--- src/xcpr_pkg.sv ---
package xcpr_pkg;

   localparam int unsigned PAYLOAD_BYTES = 128;
   localparam int unsigned FRAME_BYTES   = 133;
   localparam int unsigned WORDS         = PAYLOAD_BYTES / 4;
   localparam int unsigned WORD_IDX_W    = $clog2(WORDS);
   localparam int unsigned PAY_SHIFT     = $clog2(PAYLOAD_BYTES);

   localparam logic [7:0] LEAD_SOH   = 8'h01;
   localparam logic [7:0] LEAD_EOT   = 8'h04;
   localparam logic [7:0] DATA_FIRST = 8'd3;
   localparam logic [7:0] DATA_LAST  = 8'(3 + PAYLOAD_BYTES - 1);
   localparam logic [7:0] CRC_HI_POS = 8'(FRAME_BYTES - 2);
   localparam logic [7:0] CRC_LO_POS = 8'(FRAME_BYTES - 1);
   localparam logic [7:0] COUNT_MAX  = 8'hFF;

   localparam logic [15:0] CRC_POLY   = 16'h1021;
   localparam logic [15:0] CRC_INIT   = 16'h0000;
   localparam logic [15:0] PACKET_MAX = 16'hFFFF;

   typedef enum logic [1:0] {
      KIND_DATA = 2'd0,
      KIND_ACK  = 2'd1,
      KIND_NAK  = 2'd2,
      KIND_DONE = 2'd3
   } kind_type;

   typedef struct packed {
      logic [7:0] rx_byte;
      logic       frame_end;
   } req_type;

   typedef struct packed {
      kind_type    result_kind;
      logic [31:0] write_address;
      logic [31:0] write_word;
      logic [22:0] transfer_length;
      logic        last_result;
   } rsp_type;

   typedef struct packed {
      logic     take;
      logic     start_packet;
      logic     load;
      kind_type kind;
      logic     last;
      logic     clear_count;
   } dp_cmd_type;

   typedef struct packed {
      logic slot_free;
      logic soh_end;
      logic crc_ok;
      logic eot;
      logic last_word;
   } dp_status_type;

   function automatic logic [15:0] crc_byte(input logic [15:0] crc, input logic [7:0] b);
      logic [15:0] c;
      c = crc ^ {b, 8'h00};
      for (int k = 0; k < 8; k++) begin
         c = c[15] ? ((c << 1) ^ CRC_POLY) : (c << 1);
      end
      return c;
   endfunction

endpackage

--- src/xcpr_datapath.sv ---
module xcpr_datapath
   import xcpr_pkg::*;
(
   input  logic          clock,
   input  logic          reset,
   input  req_type       req_data,
   input  logic          csr_write_enable,
   input  logic [31:0]   csr_write_data,
   input  dp_cmd_type    cmd,
   output dp_status_type status,
   output logic          rsp_valid,
   input  logic          rsp_ready,
   output rsp_type       rsp_data
);

   logic [7:0]            count_ff, count_in;
   logic [7:0]            lead_ff, lead_in;
   logic [15:0]           crc_ff, crc_in;
   logic [7:0]            crc_hi_ff, crc_hi_in;
   logic [23:0]           asm_ff, asm_in;
   logic [15:0]           pc_ff, pc_in;
   logic [31:0]           dest_ff, dest_in;
   logic [31:0]           addr_ff, addr_in;
   logic [WORD_IDX_W-1:0] idx_ff, idx_in;
   logic [31:0]           rd_data_ff;
   logic                  valid_ff, valid_in;
   rsp_type               rsp_ff, rsp_in;
   logic [31:0]           mem [WORDS];

   logic [7:0]            pos;
   logic [7:0]            lead_cur;
   logic                  in_data;
   logic [PAY_SHIFT-1:0]  d;
   logic                  mem_we;
   logic [15:0]           base_idx;
   logic                  load_data;

   assign pos       = count_ff;
   assign lead_cur  = (pos == 8'd0) ? req_data.rx_byte : lead_ff;
   assign in_data   = (pos >= DATA_FIRST) && (pos <= DATA_LAST);
   assign d         = PAY_SHIFT'(pos - DATA_FIRST);
   assign mem_we    = cmd.take && in_data && (d[1:0] == 2'd3);
   assign base_idx  = (pc_ff < PACKET_MAX) ? pc_ff : PACKET_MAX - 16'd1;
   assign load_data = cmd.load && (cmd.kind == KIND_DATA);

   assign status.slot_free = !valid_ff || rsp_ready;
   assign status.soh_end   = (pos == CRC_LO_POS) && (lead_cur == LEAD_SOH);
   assign status.crc_ok    = ({crc_hi_ff, req_data.rx_byte} == crc_ff);
   assign status.eot       = (pos == 8'd0) && (req_data.rx_byte == LEAD_EOT);
   assign status.last_word = &idx_ff;

   always_comb begin
      count_in  = count_ff;
      lead_in   = lead_ff;
      crc_in    = crc_ff;
      crc_hi_in = crc_hi_ff;
      asm_in    = asm_ff;
      if (cmd.take) begin
         if (req_data.frame_end) begin
            count_in  = 8'd0;
            lead_in   = 8'd0;
            crc_in    = CRC_INIT;
            crc_hi_in = 8'd0;
            asm_in    = 24'd0;
         end else begin
            lead_in = lead_cur;
            if (count_ff < COUNT_MAX) begin
               count_in = count_ff + 8'd1;
            end
            if (in_data) begin
               crc_in = crc_byte(crc_ff, req_data.rx_byte);
               case (d[1:0])
                  2'd0: asm_in = {16'd0, req_data.rx_byte};
                  2'd1: asm_in[15:8] = req_data.rx_byte;
                  2'd2: asm_in[23:16] = req_data.rx_byte;
                  default: asm_in = asm_ff;
               endcase
            end else if (pos == CRC_HI_POS) begin
               crc_hi_in = req_data.rx_byte;
            end
         end
      end
   end

   always_comb begin
      pc_in   = pc_ff;
      addr_in = addr_ff;
      idx_in  = idx_ff;
      dest_in = csr_write_enable ? csr_write_data : dest_ff;
      if (cmd.start_packet) begin
         if (pc_ff < PACKET_MAX) begin
            pc_in = pc_ff + 16'd1;
         end
         addr_in = dest_ff + 32'({base_idx, {PAY_SHIFT{1'b0}}});
      end
      if (cmd.clear_count) begin
         pc_in = 16'd0;
      end
      if (load_data) begin
         addr_in = addr_ff + 32'd4;
         idx_in  = idx_ff + WORD_IDX_W'(1);
      end
   end

   always_comb begin
      rsp_in   = rsp_ff;
      valid_in = valid_ff && !rsp_ready;
      if (cmd.load) begin
         valid_in               = 1'b1;
         rsp_in.result_kind     = cmd.kind;
         rsp_in.write_address   = load_data ? addr_ff : 32'd0;
         rsp_in.write_word      = load_data ? rd_data_ff : 32'd0;
         rsp_in.transfer_length = (cmd.kind == KIND_DONE) ?
                                  {pc_ff, {PAY_SHIFT{1'b0}}} : 23'd0;
         rsp_in.last_result     = cmd.last;
      end
   end

   always_ff @(posedge clock) begin
      if (reset) begin
         count_ff  <= 8'd0;
         lead_ff   <= 8'd0;
         crc_ff    <= CRC_INIT;
         crc_hi_ff <= 8'd0;
         asm_ff    <= 24'd0;
         pc_ff     <= 16'd0;
         dest_ff   <= 32'd0;
         idx_ff    <= '0;
         valid_ff  <= 1'b0;
      end else begin
         count_ff  <= count_in;
         lead_ff   <= lead_in;
         crc_ff    <= crc_in;
         crc_hi_ff <= crc_hi_in;
         asm_ff    <= asm_in;
         pc_ff     <= pc_in;
         dest_ff   <= dest_in;
         idx_ff    <= idx_in;
         valid_ff  <= valid_in;
      end
   end

   always_ff @(posedge clock) begin
      addr_ff <= addr_in;
      rsp_ff  <= rsp_in;
   end

   always_ff @(posedge clock) begin
      if (mem_we) begin
         mem[d[2 +: WORD_IDX_W]] <= {req_data.rx_byte, asm_ff};
      end
      rd_data_ff <= mem[idx_in];
   end

   assign rsp_valid = valid_ff;
   assign rsp_data  = rsp_ff;

endmodule

--- src/xcpr_ctrl.sv ---
module xcpr_ctrl
   import xcpr_pkg::*;
(
   input  logic          clock,
   input  logic          reset,
   input  logic          req_valid,
   input  logic          req_frame_end,
   output logic          req_ready,
   input  dp_status_type status,
   output dp_cmd_type    cmd
);

   typedef enum logic [5:0] {
      S_IDLE    = 6'b000001,
      S_DATA    = 6'b000010,
      S_ACK     = 6'b000100,
      S_NAK     = 6'b001000,
      S_EOT_ACK = 6'b010000,
      S_DONE    = 6'b100000
   } state_type;

   state_type state_ff, state_in;
   logic      take_end;

   assign req_ready = (state_ff == S_IDLE);
   assign take_end  = req_valid && req_ready && req_frame_end;

   always_comb begin
      state_in         = state_ff;
      cmd.take         = req_valid && req_ready;
      cmd.start_packet = take_end && status.soh_end && status.crc_ok;
      cmd.load         = 1'b0;
      cmd.kind         = KIND_DATA;
      cmd.last         = 1'b0;
      cmd.clear_count  = 1'b0;
      case (state_ff)
         S_IDLE: begin
            if (take_end) begin
               if (status.soh_end) begin
                  state_in = status.crc_ok ? S_DATA : S_NAK;
               end else if (status.eot) begin
                  state_in = S_EOT_ACK;
               end
            end
         end
         S_DATA: begin
            cmd.load = status.slot_free;
            if (status.slot_free && status.last_word) begin
               state_in = S_ACK;
            end
         end
         S_ACK: begin
            cmd.load = status.slot_free;
            cmd.kind = KIND_ACK;
            cmd.last = 1'b1;
            if (status.slot_free) begin
               state_in = S_IDLE;
            end
         end
         S_NAK: begin
            cmd.load = status.slot_free;
            cmd.kind = KIND_NAK;
            cmd.last = 1'b1;
            if (status.slot_free) begin
               state_in = S_IDLE;
            end
         end
         S_EOT_ACK: begin
            cmd.load = status.slot_free;
            cmd.kind = KIND_ACK;
            if (status.slot_free) begin
               state_in = S_DONE;
            end
         end
         S_DONE: begin
            cmd.load        = status.slot_free;
            cmd.kind        = KIND_DONE;
            cmd.last        = 1'b1;
            cmd.clear_count = status.slot_free;
            if (status.slot_free) begin
               state_in = S_IDLE;
            end
         end
         default: begin
            state_in = S_IDLE;
         end
      endcase
   end

   always_ff @(posedge clock) begin
      if (reset) begin
         state_ff <= S_IDLE;
      end else begin
         state_ff <= state_in;
      end
   end

   a_load_needs_slot: assert property (@(posedge clock) disable iff (reset)
      cmd.load |-> status.slot_free)
      else $error("result loaded while the output register is occupied");

   a_eot_ack_then_done: assert property (@(posedge clock) disable iff (reset)
      (state_ff == S_EOT_ACK && cmd.load) |=> (state_ff == S_DONE))
      else $error("end-of-transfer ACK not followed by the done beat");

   a_data_ends_in_ack: assert property (@(posedge clock) disable iff (reset)
      (state_ff == S_DATA && cmd.load && status.last_word) |=> (state_ff == S_ACK))
      else $error("last data word not followed by ACK");

   a_busy_blocks_input: assert property (@(posedge clock) disable iff (reset)
      (state_ff == S_IDLE && take_end && status.soh_end) |=> !req_ready)
      else $error("input taken while a full frame is answered");

endmodule

--- src/xmodem_crc_packet_receiver.sv ---
// XMODEM-CRC frame receiver. The req channel carries one received byte per beat with a
// frame_end flag on the last byte of each frame; the rsp channel returns result beats.
// The csr port loads the destination base address; write it only while the block is idle.
// Bytes that do not end a frame are taken one per cycle with no result while the block is idle.
// A good 133-byte data frame yields 32 data-word beats with flash addresses and then an ACK
// beat; a CRC mismatch yields one NAK beat; a one-byte EOT frame yields ACK then done.
// Taking the frame's last byte moves the sequencer from idle to its answer state, which
// loads the first result into the output register; later results follow one per cycle
// while rsp_ready stays high. req_ready is low from the frame's last byte until its final
// result has been loaded into the output register; that last beat may still wait for
// rsp_ready while the next frame's bytes are already taken.
// When the receiver stalls, the output register holds its beat and the sequencer waits.
// Reset clears the frame state, packet count, base address and output valid; the payload
// buffer is not cleared, since every good frame rewrites it before it is read.
module xmodem_crc_packet_receiver
   import xcpr_pkg::*;
(
   input  logic        clock,
   input  logic        reset,
   input  logic        req_valid,
   output logic        req_ready,
   input  req_type     req_data,
   output logic        rsp_valid,
   input  logic        rsp_ready,
   output rsp_type     rsp_data,
   input  logic        csr_write_enable,
   input  logic [31:0] csr_write_data
);

   dp_cmd_type    cmd;
   dp_status_type status;

   xcpr_ctrl u_ctrl (
      .clock         (clock),
      .reset         (reset),
      .req_valid     (req_valid),
      .req_frame_end (req_data.frame_end),
      .req_ready     (req_ready),
      .status        (status),
      .cmd           (cmd)
   );

   xcpr_datapath u_datapath (
      .clock            (clock),
      .reset            (reset),
      .req_data         (req_data),
      .csr_write_enable (csr_write_enable),
      .csr_write_data   (csr_write_data),
      .cmd              (cmd),
      .status           (status),
      .rsp_valid        (rsp_valid),
      .rsp_ready        (rsp_ready),
      .rsp_data         (rsp_data)
   );

endmodule
--- config.mk ---
export PLATFORM = sky130hd
export DESIGN_NAME = xmodem_crc_packet_receiver
export DESIGN_NICKNAME = d
export VERILOG_FILES = /design/src/xcpr_pkg.sv /design/src/xcpr_datapath.sv /design/src/xcpr_ctrl.sv /design/src/xmodem_crc_packet_receiver.sv
export SDC_FILE = /design/constraint.sdc
export NUM_CORES = 2
export LEC_CHECK = 0
export ABC_AREA = 1
export BUFFER_PORTS_ARGS = -buffer_cell sky130_fd_sc_hd__clkbuf_2
export CAP_MARGIN = 40
export CELL_PAD_IN_SITES_DETAIL_PLACEMENT = 1
export CELL_PAD_IN_SITES_GLOBAL_PLACEMENT = 1
export CORE_ASPECT_RATIO = 0.8
export CORE_MARGIN = 10
export CORE_UTILIZATION = 25
export CTS_BUF_LIST = sky130_fd_sc_hd__clkbuf_16
export DETAILED_ROUTE_END_ITERATION = 6
export PLACE_DENSITY = 0.5
export SLEW_MARGIN = 20
export SYNTH_ARGS = -nofsm -noshare
export SYNTH_HDL_FRONTEND = slang
export SYNTH_SLANG_ARGS = --single-unit
--- constraint.sdc ---
create_clock -name clock -period 7.2 [get_ports clock]
set_clock_uncertainty 0.15 [all_clocks]
set_input_delay 2.16 -clock clock [delete_from_list [all_inputs] [get_ports clock]]
set_output_delay 2.16 -clock clock [all_outputs]
set_load 0.01 [all_outputs]
==> impl_metrics.toml <==
[status]
run_status = "finished clean"

[worst_setup_path]
worstRegToRegCells = 22
cpPeakStageDelay_ns = 0.68
crit_fanout = 9
critPathMostFrequentCell = "nand2_1"
crit_type = "reg2reg"
r2r-start = "u_datapath.pc_ff[2]"
arrival_ns = 5.32
cp.required_ns = 7.57
cp_slowest_cell = "nor4_1"
cp-end-kind = "register"
start_kind = "register"
regToRegSetupSlack_ns = 2.26
cp_top_family = "simple AND/OR/NAND/NOR gates"
crit_chain = "clkinv_1 -> nor4_1 -> nand2_1 -> nor3_1 -> nor2_1 -> ha_1 -> inv_1 -> fa_1 -> inv_1 -> nand3_1 -> nand2_1 -> nand2_1 -> inv_1 -> nand2_1 -> nand2_1 -> inv_1 -> o21ai_0 -> a21oi_1 -> inv_1 -> nand2_1 -> xor2_1 -> o21ai_0"
cp.buffers_inverters = 6
r2r-end = "u_datapath.addr_ff[29]"

[sta]
slew_headroom = 0.413
setup_viol = 0
rsz0062_at_grt = "false"
worst_slew_pin_slew_ns = 0.881
period_share = 0.687
final-hold-violation-count = 0
period_needed_ns = 4.94
fmaxAchievable_mhz = 202
setup_tns_ns = 0
slew_viol_final = 0

[clock_tree]
htree_levels = 4
insertion_delay_ns = 0.80
postCtsSetupRepairBufs = 0
cts.sinks = 1295
ctsHoldBuffers = 0
clock_path_buffers = 3
cts_made_buffers = 149
ctsResizeCount = 0
clk_pin_slew_ns = 0.06
cts_tree = "done"
cts-root-buf = "clkbuf_16"

[placement]
port_buffers = 130
gp_congestion = 0.762
hpwl_um = 115000

[run]
maxCapViolCount = 0

[finish]
final_util = 0.295
syn_to_final_growth_pct = 17.4
multi_input_area_mm2 = 0.0159
regArea_mm2 = 0.0373
layout-drive-gt1-share = 0.0919
layout.nets = 5802
nFillCells = 25500

[drt]
drt-wirelength-per-cell_um = 23.2
drc = 0
via_per_inst = 4.66
via_count = 41300
highest_layer = "met4"
route.met2.wl_um = 92500
drt-total-wl_um = 206000
met3_length_um = 10600
ant_nets = 0
drtIter0Drc = 3372
first_pass_iters = 5
met1_length_um = 98100

[synthesis]
synth-seq-cells = 1295
syn-instance-count = 5646
yosysSeqAreaShare = 0.656
synth_edf_count = 1139
synth_async_sr_flop_share = 0
yosys_warnings = 0
yosysUniqueCellTypes = 53
ys.flop_type = "edfxtp_1"
synth_area_mm2 = 0.0569
avgSynthCellArea_um2 = 10.1

[hold_path]
hp-class = "reg2reg"
worstHoldPathCells = 2
worstHoldStart = "u_datapath.lead_ff[0]"
hold_path_end = "u_datapath.lead_ff[0]"

[pwr]
p_sw_frac = 0.238
powerDensity_mw_per_mm2 = 248
combPwrFrac = 0.044
fin_total_pwr_mw = 16.6
p_int_mw = 12.6
pwr-share-clk = 0.450
switchingPower_mw = 3.95
seq_power_share = 0.507
p_leak_nw = 26.6
vdd_drop_max_v = 0.000213

[grt]
grt_use_total = 0.162
grt_max_degree = 128
grt_pass1_vias = 42300
grt_pass1_wl_um = 299000
antenna_found_initial = 12
grt.overflow.total = 0

[floorplanning]
row_count = 156
io_pins = 138
fp.dieW_um = 553
die_area_mm2 = 0.247
die_h_um = 447
core_mm2 = 0.226
start_util = 0.251
-- layout make-up --
| type | count | area share |
|---|---|---|
| flip-flops and latches | 1295 | 0.559 |
| multi-input cells | 3314 | 0.238 |
| clock buffers | 152 | 0.0570 |
| well taps | 3002 | 0.0562 |
| inverters | 710 | 0.0401 |
| repair buffers | 260 | 0.0354 |
| clock inverters | 126 | 0.0143 |
| diodes | 4 | 0.000150 |
-- state kept, by name, summed over array words and instances (netlist names) --
signal / count
u_datapath.mem: 1024
u_datapath.crc_ff: 16
u_datapath.asm_ff: 24
u_datapath.count_ff: 8
u_datapath.rsp_data: 83
u_datapath.rsp_valid: 1
u_datapath.crc_hi_ff: 8
u_datapath.addr_ff: 32
u_datapath.lead_ff: 8
u_datapath.dest_ff: 32
u_datapath.idx_ff: 5
u_ctrl.state_ff: 6
u_datapath.pc_ff: 16
u_datapath.rd_data_ff: 32
-- Yosys cell counts (all sizes together) (2+ instances only) --
cell type / n / area, µm²
a21oi: 104 / 524
nand3b: 129 / 968
and3: 2 / 12.5
nand4: 18 / 134
nor3b: 2 / 15.0
clkinv: 4 / 15.0
ha: 25 / 313
a22oi: 2 / 15.0
inv: 706 / 2650
buf: 122 / 576
nor2: 291 / 1110
o21ai: 97 / 489
edfxtp: 1139 / 34200
o31ai: 2 / 15.0
a221oi: 4 / 35.0
o22ai: 2 / 12.5
nor3: 37 / 201
or2: 13 / 81.3
clkbuf: 211 / 792
nor4: 8 / 50.1
xor2: 58 / 516
a31oi: 4 / 25.0
o221ai: 2 / 17.5
dfxtp: 156 / 3120
nand3: 1141 / 5710
xnor2: 16 / 140
nand2: 1338 / 5030
-- worst reg2reg max path, cell delays in order, from the launching register on --
cell      delay (ns)
dfxtp_1         0.38
clkinv_1        0.26
nor4_1          0.68
nand2_1         0.19
nor3_1          0.30
nor2_1          0.18
ha_1            0.23
inv_1           0.07
fa_1            0.18
inv_1           0.07
nand3_1         0.08
nand2_1         0.07
nand2_1         0.06
inv_1           0.05
nand2_1         0.05
nand2_1         0.11
inv_1           0.10
o21ai_0         0.16
a21oi_1         0.50
inv_1           0.22
nand2_1         0.12
xor2_1          0.37
o21ai_0         0.12
-- metal layers --
layer,vias to the layer above,GRT usage
li1,19100,-
met1,21100,0.230
met2,867,0.257
met3,239,0.0268
met4,0,0.0386
met5,-,0
-- per-stage QoR --
| step | setup slack (ns) | area [µm²] | hold slack, ns | instances |
|---|---|---|---|---|
| after floorplan | 0.229 | 56900 | 0.291 | 5652 |
| after global placement | 1.56 | 61600 | 0.299 | 8562 |
| after detailed placement | 1.51 | 62000 | 0.309 | 8578 |
| after CTS | 2.25 | 66700 | 0.319 | 8856 |
| after global routing | 1.78 | 66800 | 0.329 | 8861 |
| final | 2.26 | 66800 | 0.316 | 8863 |
-- worst max-delay path by stage --
stage	startpoint	end	slack, ns	cells after the start
2_1_floorplan	rsp_ready	u_datapath.rsp_data[0]	0.23	2
3_3_place_gp	rsp_ready	u_datapath.rd_data_ff[4]	1.56	15
3_5_place_dp	rsp_ready	u_datapath.rd_data_ff[5]	1.51	14
4_1_cts	u_datapath.pc_ff[2]	u_datapath.addr_ff[29]	2.25	22
5_1_grt	u_datapath.pc_ff[2]	u_datapath.addr_ff[29]	1.78	22
6_report	u_datapath.pc_ff[2]	u_datapath.addr_ff[29]	2.26	22
-- layout by cell type, fill, tap and decap left out, drive strengths merged, types with 2 or more instances in the layout --
master    synthesis  routed
nand4            18      18
clkbuf          211     282
a21oi           104     104
nor3b             2       2
nand3          1141    1141
bufinv            0       7
clkinv            4      64
conb              1       7
nor4              8       8
a22oi             2       2
diode             0       4
a221oi            4       4
nand2          1338    1338
nor3             37      37
o22ai             2       2
or2              13      13
ha               25      25
a31oi             4       4
buf             122     130
nand3b          129     129
edfxtp         1139    1139
dfxtp           156     156
inv             706     763
o221ai            2       2
xor2             58      58
xnor2            16      16
o21ai            97      97
and3              2       2
nor2            291     291
o31ai             2       2
clkinvlp          0       2
-- cells by family (layout without fill, tap and decap cells) --
group	Yosys count	in the layout	share of synthesized area
flops	1295	1295	0.656
buf+inv	1043	1248	0.0709
other cells	1	11	0.0000659
compound gates	225	225	0.0211
fa+ha+maj	26	26	0.00585
xor+xnor	74	74	0.0115
simple gates	2982	2982	0.234
-- power by group through the flow --
stage,registers [mW],logic [mW],clock network [mW]
floorplan,8.60,0.332,0
global placement,8.58,0.684,0
detailed placement,8.56,0.733,0
CTS,8.40,0.736,7.66
global route,8.41,0.804,7.97
finish,8.40,0.723,7.45
Power figures use the tool's default switching activity.
